`src/hdl/fss_pkg.sv`:
```
// ----------------------------------------------------------------------------
// fss_pkg
// Shared constants and types of the frame synchronizer with checksum.
// ----------------------------------------------------------------------------
`default_nettype none

package fss_pkg;

    localparam int FRAME_BYTES  = 20;
    localparam int SUM_BYTES    = 18;
    localparam int HEADER_BYTES = 2;

    localparam int BYTE_W     = 8;
    localparam int INDEX_W    = 5;
    localparam int HEADER_W   = 16;
    localparam int SUM_W      = 16;
    localparam int CFG_ADDR_W = 2;
    localparam int CFG_DATA_W = 16;
    localparam int FIFO_DEPTH = 2;

    localparam logic [CFG_ADDR_W-1:0] REG_HEADER_VALUE   = 2'd0;
    localparam logic [CFG_ADDR_W-1:0] REG_CHECKSUM_CHECK = 2'd1;

    typedef struct packed {
        logic [HEADER_W-1:0] header_value;
        logic                checksum_check;
    } cfg_t;

endpackage

`default_nettype wire

```
`src/hdl/fss_front.sv`:
```
// ----------------------------------------------------------------------------
// fss_front
// Byte window, running checksum and frame match; pushes matched frames.
// ----------------------------------------------------------------------------
`default_nettype none

module fss_front #(
    parameter int FRAME_BYTES  = fss_pkg::FRAME_BYTES,
    parameter int SUM_BYTES    = fss_pkg::SUM_BYTES,
    parameter int HEADER_BYTES = fss_pkg::HEADER_BYTES
) (
    input  wire logic                                       clk,
    input  wire logic                                       rst_n,
    input  wire fss_pkg::cfg_t                              cfg,
    input  wire logic                                       push,
    input  wire logic [fss_pkg::BYTE_W-1:0]                 rx_byte,
    input  wire logic                                       fifo_full,
    output logic                                            full,
    output logic                                            frame_push,
    output logic [FRAME_BYTES-1:0][fss_pkg::BYTE_W-1:0]     frame_data
);

    localparam int SUM_EFF = (SUM_BYTES > FRAME_BYTES) ? FRAME_BYTES : SUM_BYTES;
    localparam int FILL_W  = $clog2(FRAME_BYTES + 1);
    localparam logic [FILL_W-1:0] FILL_FULL = FILL_W'(FRAME_BYTES);

    logic [FRAME_BYTES-1:0][fss_pkg::BYTE_W-1:0] window_reg;
    logic [FRAME_BYTES-1:0][fss_pkg::BYTE_W-1:0] window_next;
    logic [fss_pkg::SUM_W-1:0]                   sum_reg;
    logic [fss_pkg::SUM_W-1:0]                   sum_next;
    logic [FILL_W-1:0]                           fill_reg;
    logic [FILL_W-1:0]                           fill_inc;
    logic [fss_pkg::BYTE_W-1:0]                  sum_in_byte;
    logic [fss_pkg::SUM_W-1:0]                   got_sum;
    logic                                        accept;
    logic                                        header_ok;
    logic                                        sum_ok;
    logic                                        match;

    generate
        if (SUM_EFF < FRAME_BYTES) begin : g_sum_inner
            assign sum_in_byte = window_reg[SUM_EFF];
        end
        else begin : g_sum_last
            assign sum_in_byte = rx_byte;
        end
    endgenerate

    assign accept      = push && !full;
    assign full        = fifo_full;
    assign window_next = {rx_byte, window_reg[FRAME_BYTES-1:1]};
    assign sum_next    = sum_reg - fss_pkg::SUM_W'(window_reg[0])
                                 + fss_pkg::SUM_W'(sum_in_byte);
    assign fill_inc    = (fill_reg < FILL_FULL) ? fill_reg + 1'b1 : fill_reg;
    assign got_sum     = {window_next[FRAME_BYTES-1], window_next[FRAME_BYTES-2]};

    always_comb
    begin
        if (HEADER_BYTES >= 2)
        begin
            header_ok = ({window_next[1], window_next[0]} == cfg.header_value);
        end
        else
        begin
            header_ok = (window_next[0] == cfg.header_value[fss_pkg::BYTE_W-1:0]);
        end
    end

    assign sum_ok     = !cfg.checksum_check || (got_sum == sum_next);
    assign match      = (fill_inc == FILL_FULL) && header_ok && sum_ok;
    assign frame_push = accept && match;
    assign frame_data = window_next;

    always_ff @(posedge clk or negedge rst_n)
    begin
        if (!rst_n)
        begin
            window_reg <= '0;
            sum_reg    <= '0;
            fill_reg   <= '0;
        end
        else if (accept)
        begin
            window_reg <= window_next;
            sum_reg    <= sum_next;
            fill_reg   <= match ? '0 : fill_inc;
        end
    end

endmodule

`default_nettype wire

```
`src/hdl/fss_frame_fifo.sv`:
```
// ----------------------------------------------------------------------------
// fss_frame_fifo
// Short queue of whole frames between the front and back parts.
// ----------------------------------------------------------------------------
`default_nettype none

module fss_frame_fifo #(
    parameter int FRAME_BYTES = fss_pkg::FRAME_BYTES
) (
    input  wire logic                                       clk,
    input  wire logic                                       rst_n,
    input  wire logic                                       wr_en,
    input  wire logic [FRAME_BYTES-1:0][fss_pkg::BYTE_W-1:0] wr_data,
    input  wire logic                                       rd_en,
    output logic [FRAME_BYTES-1:0][fss_pkg::BYTE_W-1:0]     rd_data,
    output logic                                            fifo_full,
    output logic                                            fifo_empty
);

    localparam int PTR_W = $clog2(fss_pkg::FIFO_DEPTH);
    localparam int CNT_W = $clog2(fss_pkg::FIFO_DEPTH + 1);

    logic [FRAME_BYTES-1:0][fss_pkg::BYTE_W-1:0] mem [fss_pkg::FIFO_DEPTH];
    logic [PTR_W-1:0] wr_ptr_reg;
    logic [PTR_W-1:0] rd_ptr_reg;
    logic [CNT_W-1:0] count_reg;

    assign fifo_full  = (count_reg == CNT_W'(fss_pkg::FIFO_DEPTH));
    assign fifo_empty = (count_reg == '0);
    assign rd_data    = mem[rd_ptr_reg];

    always_ff @(posedge clk)
    begin
        if (wr_en)
        begin
            mem[wr_ptr_reg] <= wr_data;
        end
    end

    always_ff @(posedge clk or negedge rst_n)
    begin
        if (!rst_n)
        begin
            wr_ptr_reg <= '0;
            rd_ptr_reg <= '0;
            count_reg  <= '0;
        end
        else
        begin
            if (wr_en)
            begin
                wr_ptr_reg <= wr_ptr_reg + 1'b1;
            end
            if (rd_en)
            begin
                rd_ptr_reg <= rd_ptr_reg + 1'b1;
            end
            if (wr_en && !rd_en)
            begin
                count_reg <= count_reg + 1'b1;
            end
            else if (rd_en && !wr_en)
            begin
                count_reg <= count_reg - 1'b1;
            end
        end
    end

endmodule

`default_nettype wire

```
`src/hdl/fss_back.sv`:
```
// ----------------------------------------------------------------------------
// fss_back
// Serializer: loads a matched frame and hands it out one byte per item.
// ----------------------------------------------------------------------------
`default_nettype none

module fss_back #(
    parameter int FRAME_BYTES = fss_pkg::FRAME_BYTES
) (
    input  wire logic                                        clk,
    input  wire logic                                        rst_n,
    input  wire logic [FRAME_BYTES-1:0][fss_pkg::BYTE_W-1:0] rd_data,
    input  wire logic                                        fifo_empty,
    output logic                                             rd_en,
    input  wire logic                                        pop,
    output logic                                             empty,
    output logic [fss_pkg::BYTE_W-1:0]                       frame_byte,
    output logic [fss_pkg::INDEX_W-1:0]                      byte_index,
    output logic                                             last
);

    localparam int IDX_W = $clog2(FRAME_BYTES);
    localparam logic [IDX_W-1:0] IDX_LAST = IDX_W'(FRAME_BYTES - 1);

    logic [FRAME_BYTES-1:0][fss_pkg::BYTE_W-1:0] frame_reg;
    logic [IDX_W-1:0]                            idx_reg;
    logic                                        busy_reg;
    logic                                        take;

    assign empty      = !busy_reg;
    assign frame_byte = frame_reg[0];
    assign byte_index = fss_pkg::INDEX_W'(idx_reg);
    assign last       = (idx_reg == IDX_LAST);
    assign take       = pop && busy_reg;
    assign rd_en      = !fifo_empty && (!busy_reg || (take && last));

    always_ff @(posedge clk or negedge rst_n)
    begin
        if (!rst_n)
        begin
            busy_reg <= 1'b0;
            idx_reg  <= '0;
        end
        else if (rd_en)
        begin
            busy_reg <= 1'b1;
            idx_reg  <= '0;
        end
        else if (take)
        begin
            busy_reg <= !last;
            idx_reg  <= last ? '0 : idx_reg + 1'b1;
        end
    end

    always_ff @(posedge clk)
    begin
        if (rd_en)
        begin
            frame_reg <= rd_data;
        end
        else if (take)
        begin
            frame_reg <= {fss_pkg::BYTE_W'(0), frame_reg[FRAME_BYTES-1:1]};
        end
    end

endmodule

`default_nettype wire

```
`src/hdl/frame_sync_sum_check_core.sv`:
```
// ----------------------------------------------------------------------------
// frame_sync_sum_check_core
// Fixed-length frame synchronizer with header match and additive checksum.
// ----------------------------------------------------------------------------
// Usage:
//   Input queue side: drive rx_byte and push; the byte is taken when push is
//   high and full is low. One byte per cycle is taken while full is low.
//   Output queue side: while empty is low, frame_byte, byte_index and last
//   show the oldest waiting frame byte; it is taken when pop is high.
//   Configuration: cfg_valid/cfg_ready write cfg_data to register cfg_index
//   (0 header_value, 1 checksum_check); cfg_ready is always high.
//   Output path: with the serializer idle, the edge that takes the completing
//   byte writes a matched frame into the frame queue; the serializer then loads
//   it and shows its first byte on the output; the frame then drains at one
//   byte per cycle while pop stays high.
//   Throughput: 1 byte per cycle in while full is low. A new match needs
//   FRAME_BYTES more bytes, as many as the serializer hands out per frame.
//   The frame queue holds 2 frames; full rises only when it and the
//   serializer are all occupied, i.e. when the receiver stalls on pop.
//   Reset: window, checksum and byte count clear, the queue empties,
//   header_value clears and checksum_check sets.
// ----------------------------------------------------------------------------
`default_nettype none

module frame_sync_sum_check_core #(
    parameter int FRAME_BYTES  = fss_pkg::FRAME_BYTES,
    parameter int SUM_BYTES    = fss_pkg::SUM_BYTES,
    parameter int HEADER_BYTES = fss_pkg::HEADER_BYTES
) (
    input  wire logic                              clk,
    input  wire logic                              rst_n,
    input  wire logic                              push,
    output logic                                   full,
    input  wire logic [fss_pkg::BYTE_W-1:0]        rx_byte,
    output logic                                   empty,
    input  wire logic                              pop,
    output logic [fss_pkg::BYTE_W-1:0]             frame_byte,
    output logic [fss_pkg::INDEX_W-1:0]            byte_index,
    output logic                                   last,
    input  wire logic                              cfg_valid,
    output logic                                   cfg_ready,
    input  wire logic [fss_pkg::CFG_ADDR_W-1:0]    cfg_index,
    input  wire logic [fss_pkg::CFG_DATA_W-1:0]    cfg_data
);

    fss_pkg::cfg_t cfg_reg;

    logic                                        fifo_full;
    logic                                        fifo_empty;
    logic                                        frame_push;
    logic                                        rd_en;
    logic [FRAME_BYTES-1:0][fss_pkg::BYTE_W-1:0] frame_data;
    logic [FRAME_BYTES-1:0][fss_pkg::BYTE_W-1:0] rd_data;

    assign cfg_ready = 1'b1;

    always_ff @(posedge clk or negedge rst_n)
    begin
        if (!rst_n)
        begin
            cfg_reg.header_value   <= '0;
            cfg_reg.checksum_check <= 1'b1;
        end
        else if (cfg_valid && cfg_ready)
        begin
            unique case (cfg_index)
                fss_pkg::REG_HEADER_VALUE:
                begin
                    cfg_reg.header_value <= cfg_data[fss_pkg::HEADER_W-1:0];
                end
                fss_pkg::REG_CHECKSUM_CHECK:
                begin
                    cfg_reg.checksum_check <= cfg_data[0];
                end
                default:
                begin
                    cfg_reg <= cfg_reg;
                end
            endcase
        end
    end

    fss_front #(
        .FRAME_BYTES  (FRAME_BYTES),
        .SUM_BYTES    (SUM_BYTES),
        .HEADER_BYTES (HEADER_BYTES)
    ) u_front (
        .clk        (clk),
        .rst_n      (rst_n),
        .cfg        (cfg_reg),
        .push       (push),
        .rx_byte    (rx_byte),
        .fifo_full  (fifo_full),
        .full       (full),
        .frame_push (frame_push),
        .frame_data (frame_data)
    );

    fss_frame_fifo #(
        .FRAME_BYTES (FRAME_BYTES)
    ) u_fifo (
        .clk        (clk),
        .rst_n      (rst_n),
        .wr_en      (frame_push),
        .wr_data    (frame_data),
        .rd_en      (rd_en),
        .rd_data    (rd_data),
        .fifo_full  (fifo_full),
        .fifo_empty (fifo_empty)
    );

    fss_back #(
        .FRAME_BYTES (FRAME_BYTES)
    ) u_back (
        .clk        (clk),
        .rst_n      (rst_n),
        .rd_data    (rd_data),
        .fifo_empty (fifo_empty),
        .rd_en      (rd_en),
        .pop        (pop),
        .empty      (empty),
        .frame_byte (frame_byte),
        .byte_index (byte_index),
        .last       (last)
    );

endmodule

`default_nettype wire

```
`config.mk`:
```
export PLATFORM = sky130hd
export DESIGN_NAME = frame_sync_sum_check_core
export DESIGN_NICKNAME = d
export VERILOG_FILES = /design/src/hdl/fss_pkg.sv /design/src/hdl/fss_front.sv /design/src/hdl/fss_frame_fifo.sv /design/src/hdl/fss_back.sv /design/src/hdl/frame_sync_sum_check_core.sv
export SDC_FILE = /design/constraint.sdc
export NUM_CORES = 1
export LEC_CHECK = 0
export BUFFER_PORTS_ARGS = -buffer_cell sky130_fd_sc_hd__buf_4
export CORE_ASPECT_RATIO = 1.25
export CORE_MARGIN = 5
export CORE_UTILIZATION = 60
export CTS_BUF_LIST = sky130_fd_sc_hd__clkbuf_8
export CTS_CLUSTER_SIZE = 30
export DETAILED_ROUTE_END_ITERATION = 6
export GPL_TIMING_DRIVEN = 0
export HOLD_SLACK_MARGIN = 0.02
export MAX_ROUTING_LAYER = met4
export PLACE_DENSITY = 0.75
export SLEW_MARGIN = 20
export SYNTH_ARGS = -nofsm -noshare
export SYNTH_HDL_FRONTEND = slang
export SYNTH_HIERARCHICAL = 1
export SYNTH_SLANG_ARGS = --single-unit
```
`constraint.sdc`:
```
create_clock -name clk -period 13.3 [get_ports clk]
set_input_delay 1.33 -clock clk [delete_from_list [all_inputs] [get_ports clk]]
set_output_delay 1.33 -clock clk [all_outputs]
set_load 0.02 [all_outputs]
```
==> metrics <==
worst slack, placed=7.892 ns; initial core utilization=60.74%; Setup crit start kind=flop; number of flops mapped to enable cells by yosys=480; maxcap violations=0; Total GRT Usage=21.87%; post-synth top area cell=edfxtp_1; CTS tree=yes; Die Wd=208.0 um; aggregate routed wire length=55.39 mm; DRC viols=0; via count=15.66k; Rel. slew slack=43.03%; met3 Use GR=3.509%; Final Hold Viols=0; share of cells above drive strength 1=29.71%; post-synthesis simple-gate area fraction=7.896%; area growth from synthesis to layout=12.29%; ranking of synthesized cells by area=edfxtp_1 (49%), dfrtp_1 (18%), mux2_2 (6.5%); crit path kind=flop to flop; Cells after Synth=2,052; Synth Area in Compound Gates=1.987%; RR Startpoint=u_front/sum_in_byte[4]; main combinational cell family by area after synthesis=multiplexers; Die Area=0.05357 mm2; Post-CTS Setup Inserts=0; area occupied by multi-input gates=0.007881 mm2; Max Slew Vio Count=0; CP peak stage delay=0.65 ns; Netlist cell types=64; initial DRC count=867; PortBufs=45; antenna violations before repair=1; grt ovf=0; max reg flops=320; CTS root buffer=clkbuf_8; Power Density=206.6 mW/mm2; dpl cell area=0.03098 mm2; clock sink total=688; Post-CTS Resized=0; Most Crowded Layer GR=met2; post-route ant nets=0; DR WL/cell=18.77 um; Tcrit/Tclk final=40.89%; Yosys top cell area share=49.01%; syn_nets=2,110; fraction of registers with async set/reset=30.23%; routed vias/inst=5.305; GR Util met2=38.21%; HPWL Detailed=37.07 mm; num ports=48; # hold bufs at CTS=0; Yosys reg bits=688; overall power=0.006822 W; Register Area=0.01962 mm2; mux share of post-synthesis cell area=13.82%; Hold Path Origin=u_front/sum_reg[4]; YS warnings=6; deepest clock path buffer count=3; Slew @ Worst Pin=0.8546 ns; post-synthesis xor/xnor area fraction=1.672%; status=complete, no violations; met1 usage=25.60%; slowest CP cell=and2_4; top cells by count, synth=nand2_1 (482), edfxtp_1 (480), dfrtp_1 (207), buf_4 (171), mux2_2 (170); std cell rows=90; Post-Place Cells=2,757; clock latency reported for the late side of the worst-skew pair=0.70 ns; TritonCTS buffer count=102; fillers=3,280; Worst-path clk slew=0.06 ns; TritonRoute pass-1 iters=7; most frequent cell after synthesis=nand2_1; Reg2Reg Setup Slack=7.86 ns; Worst VDD drop=0.0002401 V; first-pass GRT wire length=90.33 mm; Mean Syn Cell Area=14.33 um2; Worst Path Max Fanout=47; P_leak=13.88 nW; Seq/Total Area, Yosys=66.71%; setup violators final=0; CP required=13.64 ns; minimum clock period=5.438 ns; post-layout util=68.20%; CP Launch Point=u_front/sum_in_byte[4]; PnR worst setup slack=7.862 ns; ys flop type=edfxtp_1; adder-cell share of the synthesized area=1.353%; maximum number of pins on one net before global-route repair=86; die height=257.5 um; Crit. End Element=flop; Worst Skew=0.04559 ns; vias in the first global route=17.07k; Hold WC Path Type=flop to flop; Final nets=2,275; Final GP Congestion=0.8746; crit path cell chain=inv_1 -> fa_1 -> inv_1 -> ha_1 -> a21oi_1 -> a21boi_2 -> a2111o_1 -> a21oi_1 -> o21a_1 -> or3_1 -> a2111oi_2 -> nand2b_1 -> and2_4 -> buf_16 -> buf_16; fmax=183.9 MHz; Layout Cells excl Fill=2,951; synthesized area=0.02941 mm2; Crit path arrival time=5.78 ns; post-layout instance area=0.03302 mm2; unrepaired setup endpoints after global routing=no; Core Box Area=0.04842 mm2; H-tree lvl count=3
-- through the flow --
stage / hold WS (ns) / TNS [ns]
6_report: 0.4833 / 0
5_1_grt: 0.5116 / 0
3_3_place_gp: 0.4657 / -474.49
2_1_floorplan: 0.4498 / 0
4_1_cts: 0.4847 / 0
3_5_place_dp: 0.4702 / 0
-- worst paths after layout --
check                                               to  cells past startpoint
worst max-delay path                 u_fifo/mem[1][90]                     15
worst min-delay path                u_front/sum_reg[4]                      2
worst max register to register       u_fifo/mem[1][90]                     15
worst min register to register      u_front/sum_reg[4]                      2
max in group asynchronous       u_front/frame_data[80]                      2
min in group asynchronous         u_back/byte_index[0]                      1
-- placed cells by master, fill, tap and decap left out, types with 3 or more instances in the layout --
cell type / synthesis / final
buf_4: 171 / 215
fa_1: 8 / 8
nor2_1: 14 / 14
nor4_1: 3 / 3
or3_1: 3 / 3
a211oi_1: 3 / 3
buf_1: 3 / 3
nand4_1: 5 / 5
mux2_4: 90 / 90
nand3b_1: 3 / 3
xor2_1: 26 / 26
ha_1: 19 / 19
mux2_1: 70 / 70
buf_12: 0 / 5
edfxtp_1: 480 / 480
xnor2_1: 25 / 25
clkbuf_1: 38 / 38
buf_6: 20 / 20
nand2_1: 482 / 481
dfrtp_1: 207 / 207
or2_2: 3 / 3
inv_6: 0 / 4
a31oi_1: 4 / 4
o21ai_0: 45 / 45
o21a_1: 3 / 3
mux2_2: 170 / 170
nand2b_1: 9 / 9
nor3_1: 5 / 5
nand3_1: 5 / 5
and3_1: 3 / 3
clkbuf_8: 0 / 121
a21oi_1: 17 / 17
a21o_1: 4 / 4
clkinv_1: 0 / 7
buf_16: 0 / 11
inv_1: 44 / 89
clkinv_2: 0 / 12
buf_2: 16 / 16
and2_1: 11 / 10
nor2b_1: 8 / 7
-- area by class of cell --
class / instances / share of cell area (%)
antenna: 1 / 0.007577
buffer: 249 / 5.323
clock buffer: 121 / 5.043
clock inverter: 72 / 1.133
inverter: 45 / 0.5115
multi-input combinational: 1070 / 23.87
sequential: 688 / 59.41
tap: 644 / 2.440
timing repair buffer: 61 / 2.266
-- critical path: cells and delay by family (launching register included) --
kind,cells,cell delay (ns)
compound gates,6,1.62
simple gates,3,1.30
fa+ha+maj,2,0.88
buf+inv,4,0.79
flops,1,0.36
-- routing by layer --
metal / share of wire [%] / vias to the layer above / wire length [um]
met5: 0 / - / 0
met4: 3.1 / 0 / 1721
met3: 3.8 / 93 / 2107
met2: 53 / 301 / 29420
met1: 40 / 7902 / 22140
li1: - / 7360 / -
-- cell families after synthesis --
family | after synthesis
and+or+nand+nor | 564
DFF | 688
buffers and inverters | 294
AOI/OAI and AO/OA | 94
adders and majority gates | 27
muxes | 331
other | 1
xor gates and xnor gates | 53
-- power by group --
part	leakage, nW	internal [W]	total (W)	switching (W)
clock	1.22	0.000870	0.00166	0.000792
combinational	5.45	0.00100	0.00210	0.00110
sequential	7.21	0.00276	0.00306	0.000295
total	13.9	0.00464	0.00682	0.00218
Power figures use the tool's default switching activity.
